<file path="src/rtl/lcsr_pkg.sv">
// ----------------------------------------------------------------------------
// lcsr_pkg
// Types and constants shared by the LANCE-style CSR file: transfer payloads,
// opcodes, register selects and the CSR0 bit map.
// ----------------------------------------------------------------------------
package lcsr_pkg;

   typedef enum logic [2:0] {
      OP_READ_PTR     = 3'd0,
      OP_WRITE_PTR    = 3'd1,
      OP_READ_DATA    = 3'd2,
      OP_WRITE_DATA   = 3'd3,
      OP_RX_DONE      = 3'd4,
      OP_TX_DONE      = 3'd5,
      OP_RX_MISSED    = 3'd6,
      OP_TX_UNDERFLOW = 3'd7
   } opcode_type;

   typedef enum logic [1:0] {
      SEL_CSR0 = 2'd0,
      SEL_CSR1 = 2'd1,
      SEL_CSR2 = 2'd2,
      SEL_CSR3 = 2'd3
   } csr_select_type;

   // configuration register indexes
   localparam logic CFG_DISABLE_TX = 1'b0;
   localparam logic CFG_DISABLE_RX = 1'b1;

   typedef struct packed {
      opcode_type  opcode;
      logic [15:0] write_data;
   } req_payload_type;

   typedef struct packed {
      logic [15:0] read_data;
      logic        interrupt_line;
      logic        transmit_demand;
      logic        init_request;
      logic        byte_swap;
   } rsp_payload_type;

   // CSR0 bit positions
   localparam int ERR_BIT  = 15;
   localparam int BABL_BIT = 14;
   localparam int CERR_BIT = 13;
   localparam int MISS_BIT = 12;
   localparam int MERR_BIT = 11;
   localparam int RINT_BIT = 10;
   localparam int TINT_BIT = 9;
   localparam int IDON_BIT = 8;
   localparam int INTR_BIT = 7;
   localparam int INEA_BIT = 6;
   localparam int RXON_BIT = 5;
   localparam int TXON_BIT = 4;
   localparam int TDMD_BIT = 3;
   localparam int STOP_BIT = 2;
   localparam int STRT_BIT = 1;
   localparam int INIT_BIT = 0;

   // CSR0 masks
   localparam logic [15:0] CMD_SET_MASK   = 16'h000f; // INIT STRT STOP TDMD
   localparam logic [15:0] W1C_MASK       = 16'h7f00; // IDON .. BABL
   localparam logic [15:0] ERR_SRC_MASK   = 16'h7800; // BABL CERR MISS MERR
   localparam logic [15:0] INTR_SRC_MASK  = 16'h5f00; // BABL MISS MERR RINT TINT IDON
   localparam logic [15:0] STOP_STRT_INIT = 16'h0007;
   localparam logic [15:0] STRT_INIT_MASK = 16'h0003;
   localparam logic [15:0] STOP_ONLY      = 16'h0004;

   // other register masks
   localparam logic [15:0] CSR1_MASK = 16'hfffe;
   localparam logic [15:0] CSR2_MASK = 16'h00ff;

endpackage

</file>
<file path="src/rtl/lance_control_status_registers_top.sv">
// ----------------------------------------------------------------------------
// lance_control_status_registers_top
// CSR0..CSR3 register file of a LANCE-style Ethernet controller with a
// pointer/data port, engine event inputs and interrupt generation.
// ----------------------------------------------------------------------------
// One request transfer is taken per clock unless req_stall is high. Each
// request is either a bus access (read/write of the register pointer,
// read/write of the CSR that the pointer selects) or an event from the
// receive or transmit engine. The state update and the result are decided
// in the accepting cycle by a single level of logic on the CSR flops; the
// result lands in an output register, and throughput is one item per clock
// while the response is not stalled. A request is taken whenever the output
// register is empty or its content is being taken in the same cycle, i.e.
// req_stall only follows a stalled response. CSR0 reads show ERR as the OR
// of BABL, CERR, MISS and MERR; ERR is never stored. CSR1..CSR3 accept
// writes only while STOP is set. A stop edge forces CSR0 to STOP alone,
// clears CSR3 and drops the initialized state; the byte-swap output follows
// BSWP on each CSR3 data write. The mode bits (csr_ port, index 0 = disable
// transmitter, index 1 = disable receiver) must only be written while no
// transfer is in flight.
// ----------------------------------------------------------------------------
module lance_control_status_registers_top
   import lcsr_pkg::*;
(
   input  logic            clock,
   input  logic            reset,
   // request channel
   input  logic            req_valid,
   output logic            req_stall,
   input  req_payload_type req_payload,
   // response channel
   output logic            rsp_valid,
   input  logic            rsp_stall,
   output rsp_payload_type rsp_payload,
   // mode register write port
   input  logic            csr_write_enable,
   input  logic            csr_index,
   input  logic            csr_write_data
);

   // mode bits
   logic disable_tx_ff, disable_tx_in;
   logic disable_rx_ff, disable_rx_in;

   // CSR state
   logic [15:0]    status_ff, status_in;
   logic [15:0]    addr_low_ff, addr_low_in;
   logic [7:0]     addr_high_ff, addr_high_in;
   logic [2:0]     bus_ctrl_ff, bus_ctrl_in;
   csr_select_type reg_select_ff, reg_select_in;
   logic           init_done_ff, init_done_in;
   logic           swap_ff, swap_in;

   // output register
   logic            rsp_valid_ff, rsp_valid_in;
   rsp_payload_type rsp_payload_ff, rsp_payload_in;

   logic        req_accept;
   logic        stopped;
   logic [15:0] csr0_wr;   // CSR0 after a data write
   logic [15:0] rd_data;
   logic        tdmd_pulse;
   logic        init_pulse;

   // Output stage frees itself when the consumer takes the held result.
   assign req_stall  = rsp_valid_ff & rsp_stall;
   assign req_accept = req_valid & ~req_stall;
   assign stopped    = status_ff[STOP_BIT];

   // mode bit writes
   always_comb begin
      disable_tx_in = disable_tx_ff;
      disable_rx_in = disable_rx_ff;
      if (csr_write_enable) begin
         unique case (csr_index)
            CFG_DISABLE_TX: disable_tx_in = csr_write_data;
            CFG_DISABLE_RX: disable_rx_in = csr_write_data;
            default:        disable_tx_in = disable_tx_ff;
         endcase
      end
   end

   // Main next-state and result logic.
   always_comb begin
      status_in     = status_ff;
      addr_low_in   = addr_low_ff;
      addr_high_in  = addr_high_ff;
      bus_ctrl_in   = bus_ctrl_ff;
      reg_select_in = reg_select_ff;
      init_done_in  = init_done_ff;
      swap_in       = swap_ff;
      rd_data       = '0;
      tdmd_pulse    = 1'b0;
      init_pulse    = 1'b0;
      csr0_wr       = status_ff;

      if (req_accept) begin
         unique case (req_payload.opcode)
            OP_READ_PTR: begin
               rd_data = {14'd0, reg_select_ff};
            end
            OP_WRITE_PTR: begin
               reg_select_in = csr_select_type'(req_payload.write_data[1:0]);
            end
            OP_READ_DATA: begin
               unique case (reg_select_ff)
                  SEL_CSR0: begin
                     rd_data          = status_ff;
                     rd_data[ERR_BIT] = |(status_ff & ERR_SRC_MASK);
                  end
                  SEL_CSR1: rd_data = addr_low_ff;
                  SEL_CSR2: rd_data = {8'd0, addr_high_ff};
                  SEL_CSR3: rd_data = {13'd0, bus_ctrl_ff};
                  default:  rd_data = '0;
               endcase
            end
            OP_WRITE_DATA: begin
               unique case (reg_select_ff)
                  SEL_CSR0: begin
                     // INEA direct, commands set, flags clear on one
                     csr0_wr[INEA_BIT] = req_payload.write_data[INEA_BIT];
                     csr0_wr = csr0_wr | (req_payload.write_data & CMD_SET_MASK);
                     csr0_wr = csr0_wr & ~(req_payload.write_data & W1C_MASK);
                     csr0_wr[ERR_BIT] = 1'b0;
                     // stop + start + init: only stop survives
                     if ((csr0_wr & STOP_STRT_INIT) == STOP_STRT_INIT) begin
                        csr0_wr = csr0_wr & ~STRT_INIT_MASK;
                     end
                     if (csr0_wr[INIT_BIT]) begin
                        csr0_wr[STOP_BIT] = 1'b0;
                     end
                     // start edge
                     if (csr0_wr[STRT_BIT] && !status_ff[STRT_BIT]) begin
                        csr0_wr[STOP_BIT] = 1'b0;
                        if (!disable_tx_ff) begin
                           csr0_wr[TXON_BIT] = 1'b1;
                        end
                        if (!disable_rx_ff) begin
                           csr0_wr[RXON_BIT] = 1'b1;
                        end
                     end
                     // stop edge
                     if (csr0_wr[STOP_BIT] && !status_ff[STOP_BIT]) begin
                        csr0_wr      = STOP_ONLY;
                        bus_ctrl_in  = '0;
                        init_done_in = 1'b0;
                     end
                     // init request
                     if (csr0_wr[INIT_BIT] && !init_done_in) begin
                        init_pulse        = 1'b1;
                        csr0_wr[IDON_BIT] = 1'b1;
                        init_done_in      = 1'b1;
                     end
                     // transmit demand
                     if (csr0_wr[STRT_BIT] && init_done_in && csr0_wr[TDMD_BIT]) begin
                        tdmd_pulse = 1'b1;
                     end
                     csr0_wr[TDMD_BIT] = 1'b0;
                     status_in = csr0_wr;
                  end
                  SEL_CSR1: begin
                     if (stopped) begin
                        addr_low_in = req_payload.write_data & CSR1_MASK;
                     end
                  end
                  SEL_CSR2: begin
                     if (stopped) begin
                        addr_high_in = req_payload.write_data[7:0];
                     end
                  end
                  SEL_CSR3: begin
                     if (stopped) begin
                        bus_ctrl_in = req_payload.write_data[2:0];
                     end
                     swap_in = bus_ctrl_in[2];
                  end
                  default: begin
                     status_in = status_ff;
                  end
               endcase
            end
            OP_RX_DONE: begin
               if (status_ff[RXON_BIT]) begin
                  status_in[RINT_BIT] = 1'b1;
               end
            end
            OP_TX_DONE: begin
               if (status_ff[TXON_BIT]) begin
                  status_in[TINT_BIT] = 1'b1;
               end
            end
            OP_RX_MISSED: begin
               if (status_ff[RXON_BIT]) begin
                  status_in[MISS_BIT] = 1'b1;
               end
            end
            OP_TX_UNDERFLOW: begin
               status_in[TXON_BIT] = 1'b0;
            end
            default: begin
               status_in = status_ff;
            end
         endcase
      end

      // INTR tracks the flag summary after every item
      status_in[INTR_BIT] = |(status_in & INTR_SRC_MASK);

      rsp_payload_in.read_data       = rd_data;
      rsp_payload_in.interrupt_line  = status_in[INTR_BIT] & status_in[INEA_BIT];
      rsp_payload_in.transmit_demand = tdmd_pulse;
      rsp_payload_in.init_request    = init_pulse;
      rsp_payload_in.byte_swap       = swap_in;
   end

   // Response held while stalled, refilled on each accepted request.
   assign rsp_valid_in = req_accept | (rsp_valid_ff & rsp_stall);

   always_ff @(posedge clock) begin
      if (reset) begin
         disable_tx_ff <= 1'b0;
         disable_rx_ff <= 1'b0;
         status_ff     <= '0;
         addr_low_ff   <= '0;
         addr_high_ff  <= '0;
         bus_ctrl_ff   <= '0;
         reg_select_ff <= SEL_CSR0;
         init_done_ff  <= 1'b0;
         swap_ff       <= 1'b0;
         rsp_valid_ff  <= 1'b0;
      end else begin
         disable_tx_ff <= disable_tx_in;
         disable_rx_ff <= disable_rx_in;
         status_ff     <= status_in;
         addr_low_ff   <= addr_low_in;
         addr_high_ff  <= addr_high_in;
         bus_ctrl_ff   <= bus_ctrl_in;
         reg_select_ff <= reg_select_in;
         init_done_ff  <= init_done_in;
         swap_ff       <= swap_in;
         rsp_valid_ff  <= rsp_valid_in;
      end
   end

   // payload register, no reset needed
   always_ff @(posedge clock) begin
      if (req_accept) begin
         rsp_payload_ff <= rsp_payload_in;
      end
   end

   assign rsp_valid   = rsp_valid_ff;
   assign rsp_payload = rsp_payload_ff;

`ifndef ASSERT_OFF
   // STOP and STRT are mutually exclusive in the stored CSR0
   a_stop_strt_exclusive: assert property (@(posedge clock) disable iff (reset)
      !(status_ff[STOP_BIT] && status_ff[STRT_BIT]))
      else $error("CSR0 holds STOP and STRT together");

   // stored INTR always equals the flag summary
   a_intr_summary: assert property (@(posedge clock) disable iff (reset)
      status_ff[INTR_BIT] == |(status_ff & INTR_SRC_MASK))
      else $error("CSR0 INTR out of step with its flags");

   // ERR and TDMD are never stored, CSR1 bit 0 stays clear
   a_transient_bits: assert property (@(posedge clock) disable iff (reset)
      !status_ff[ERR_BIT] && !status_ff[TDMD_BIT] && !addr_low_ff[0])
      else $error("transient or reserved bit stored");

   // an accepted request always yields a response next cycle
   a_accept_to_response: assert property (@(posedge clock) disable iff (reset)
      req_accept |=> rsp_valid_ff)
      else $error("accepted request produced no response");

   // an init request leaves the block initialized
   a_init_sets_done: assert property (@(posedge clock) disable iff (reset)
      (req_accept && init_pulse) |=> (init_done_ff && status_ff[IDON_BIT]))
      else $error("init request did not mark the block initialized");
`endif

endmodule
</file>
<file path="config.mk">
export PLATFORM = sky130hd
export DESIGN_NAME = lance_control_status_registers_top
export DESIGN_NICKNAME = d
export VERILOG_FILES = /design/src/rtl/lcsr_pkg.sv /design/src/rtl/lance_control_status_registers_top.sv
export SDC_FILE = /design/constraint.sdc
export NUM_CORES = 1
export LEC_CHECK = 0
export BUFFER_PORTS_ARGS = -buffer_cell sky130_fd_sc_hd__buf_2
export CORE_MARGIN = 2
export CORE_UTILIZATION = 55
export DETAILED_ROUTE_END_ITERATION = 16
export PLACE_DENSITY_LB_ADDON = 0.12
export SYNTH_ARGS = -nofsm -noshare
export SYNTH_HDL_FRONTEND = slang
export SYNTH_SLANG_ARGS = --single-unit
export TNS_END_PERCENT = 20
</file>
<file path="constraint.sdc">
create_clock -name clock -period 3.9 [get_ports clock]
set_clock_uncertainty 0.1 [all_clocks]
set_input_delay 0 -clock clock [delete_from_list [all_inputs] [get_ports clock]]
set_output_delay 0 -clock clock [all_outputs]
set_load 0.05 [all_outputs]
</file>
==> flow_summary.json <==
{
  "synth.cell_area_um2": 3089,
  "fill_cells": 461,
  "hold_violations": 0,
  "post_drt_via_cell_ratio": 5.513,
  "clockPowerShare": 0.358,
  "async_reset_ff_frac": 0,
  "ioPinCount": 48,
  "synth.top_cell.area_share": 0.3046,
  "critPathLaunchType": "input pin",
  "ys_seq_elements": 67,
  "swShare": 0.2590,
  "setup_violations": 0,
  "power.share.combinational": 0.111,
  "yosysSeqAreaShare": 0.4990,
  "vias": 2481,
  "p_total_mw": 1.387,
  "maxCapViolCount": 0,
  "avgSynthCellArea_um2": 10.10,
  "grt_pass1_wl_mm": 11.70,
  "die_y_um": 78.95,
  "p_switching_uw": 359.1,
  "hp-class": "in -> reg",
  "crit_required_ns": 3.89,
  "ant_nets": 0,
  "post_drt_wl_per_cell_um": 15.65,
  "grt_max_degree": 48,
  "synth-edff-count": 20,
  "synth_cell_type_count": 53,
  "layout_min_cycle_time_ns": 2.386,
  "synth_fp_nets": 332,
  "yosys_warnings": 0,
  "p_int_mw": 1.028,
  "yosys.area.top_type": "dfxtp_1",
  "critPathMaxFanout": 13,
  "gp_congestion": 0.8786,
  "cts-buffers-inserted": 9,
  "antenna_cells": 0,
  "drc": 0,
  "dieArea_um2": 6232,
  "seqPwrFrac": 0.531,
  "worst_pin_slew_ns": 0.8677,
  "slew_headroom": 0.4215,
  "power.density_nw_per_um2": 370.7,
  "drt_iter0_markers": 133,
  "firstDrtPassIters": 5,
  "cts_setup_buffers": 0,
  "clock_latency_ns": 0.35,
  "start_util": 0.5645,
  "core.rowCount": 27,
  "fin_tns_setup_ns": 0,
  "critPathCaptureType": "flop",
  "p_leak_nw": 1.590,
  "clk_pin_slew_ns": 0.07,
  "antenna_found_initial": 0,
  "core_region_area_um2": 5473,
  "max_freq_mhz": 419.1,
  "grt-ovfl-total": 0,
  "arrival_ns": 2.37,
  "clock_path_buffers": 2,
  "hpwlAfterDp_mm": 4.502,
  "path_cells": "dlygate4sd3_1 > buf_2 > or2_1 > a2111oi_4 > o21ai_0 > a2bb2oi_1 > a31oi_1",
  "status": "finished, final reports clean",
  "area_delta_synth_final_pct": 21.10,
  "grt_usage": 0.2473,
  "die-width_um": 78.95,
  "postCtsResizedCells": 0,
  "drv_slew": 0,
  "slowest_delay_ns": 0.72,
  "syn_inst": 306,
  "final_nets": 399,
  "clock-sinks": 67,
  "critPathKind": "in -> reg",
  "root_buffer": "clkbuf_8",
  "ys_top_cells_by_area": "dfxtp_1, edfxtp_1, mux2i_1",
  "htreeDepth": 3,
  "cp_slowest_cell": "a2111oi_4",
  "drt-total-wl_mm": 7.043,
  "cts_tree": "done",
  "synthFlopType": "dfxtp_1",
  "final_core_utilization": 0.6836,
  "io_buffers": 47,
  "finalCritPeriodShare": 0.6118,
  "drive_gt1_frac": 0.2063,
  "grt_pass1_vias": 2421,
  "rsz0062_at_grt": "false",
  "ir_drop_v": 0.0002997
}
[Yosys cell counts (6+ instances only)]
cell type and number:
nand2_1 11, clkbuf_1 7, edfxtp_1 20, o21ai_1 6, mux2i_1 39, nor2b_1 6
nor3_1 7, dfxtp_1 47, nor2_1 66, a21oi_1 19, o21ai_0 7
[power by group through the flow]
stage | Clock [mW] | Sequential (mW) | Combinational, mW
floorplan | 0 | 0.786 | 0.0588
global placement | 0 | 0.751 | 0.133
detailed placement | 0 | 0.752 | 0.134
CTS | 0.505 | 0.736 | 0.153
global route | 0.541 | 0.737 | 0.165
finish | 0.496 | 0.736 | 0.154
[state kept, by name (all words and copies together) (netlist names), 2 cells and up]
| signal | flops |
|---|---|
| addr_high_ff | 8 |
| addr_low_ff | 15 |
| bus_ctrl_ff | 3 |
| reg_select_ff | 2 |
| rsp_payload | 20 |
| status_ff | 14 |
[kinds of logic (layout without fill, tap and decap cells)]
kind of cell / Yosys count / count (layout) / share of synthesized area
AND/OR/NAND/NOR: 121 / 121 / 0.2029
flip-flops: 67 / 67 / 0.4990
AO/OA/AOI/OAI: 55 / 55 / 0.1248
multiplexers: 41 / 41 / 0.1373
buffers and inverters: 22 / 94 / 0.03605
[cell type report]
type                            count  area (µm²)  share of cell area
Clock inverter                      3       15.01            0.004013
Tap cell                           72       90.09             0.02408
Inverter                            5       18.77            0.005017
Multi-Input combinational cell    217        1436              0.3839
Sequential cell                    67        1541              0.4120
Clock buffer                       13       148.9             0.03980
Timing Repair Buffer               73       490.5              0.1311
[placed cells by master, fill, tap and decap left out, drive strengths merged, types with 6 or more instances in the layout]
cell,count
a21oi,19
a31oi,6
buf,49
clkbuf,13
dfxtp,47
dlygate4sd3,24
edfxtp,20
mux2i,39
nand2,11
nor2,67
nor2b,6
nor3,7
o21ai,13
[what timing repair did]
action / in CTS / in global routing
endpoints found under the hold margin: 40 / 0
hold buffers: 24 / 0
setup endpoints to repair: 0 / 0
[metal layers]
layer,vias to the layer above,wire length [µm],track usage,part of all wire
li1,1228,-,-,-
met1,1180,3321,0.3206,0.47
met2,61,3268,0.3940,0.46
met3,12,331,0.08068,0.047
met4,0,122,0.07931,0.017
met5,-,0,0,0
[critical path: cells and delay by family]
kind,cells,cell delay [ns]
buffers and inverters,2,0.71
AND/OR/NAND/NOR,1,0.33
AO/OA/AOI/OAI,4,1.32
[worst paths after layout]
path | startpoint | end | cells after the start | slack [ns]
setup / recovery | req_payload[0] | rsp_payload[3] | 7 | 1.51
hold / removal | req_payload[16] | status_ff[9] | 3 | 0.02
setup reg to reg | status_ff[1] | rsp_payload[3] | 5 | 1.54
hold reg to reg | bus_ctrl_ff[2] | bus_ctrl_ff[2] | 2 | 0.39
[per-stage QoR]
step | std cells | area (µm²) | hold slack, ns | setup slack, ns
floorplan | 306 | 3089 | 0.02067 | 1.640
global placement | 410 | 3337 | 0.1271 | 1.561
detailed placement | 410 | 3337 | 0.1421 | 1.580
CTS | 450 | 3741 | 0.003077 | 1.523
global route | 450 | 3741 | 0.03504 | 1.334
finish | 450 | 3741 | 0.01686 | 1.514
Note: power is estimated with default switching activity, not from simulation.
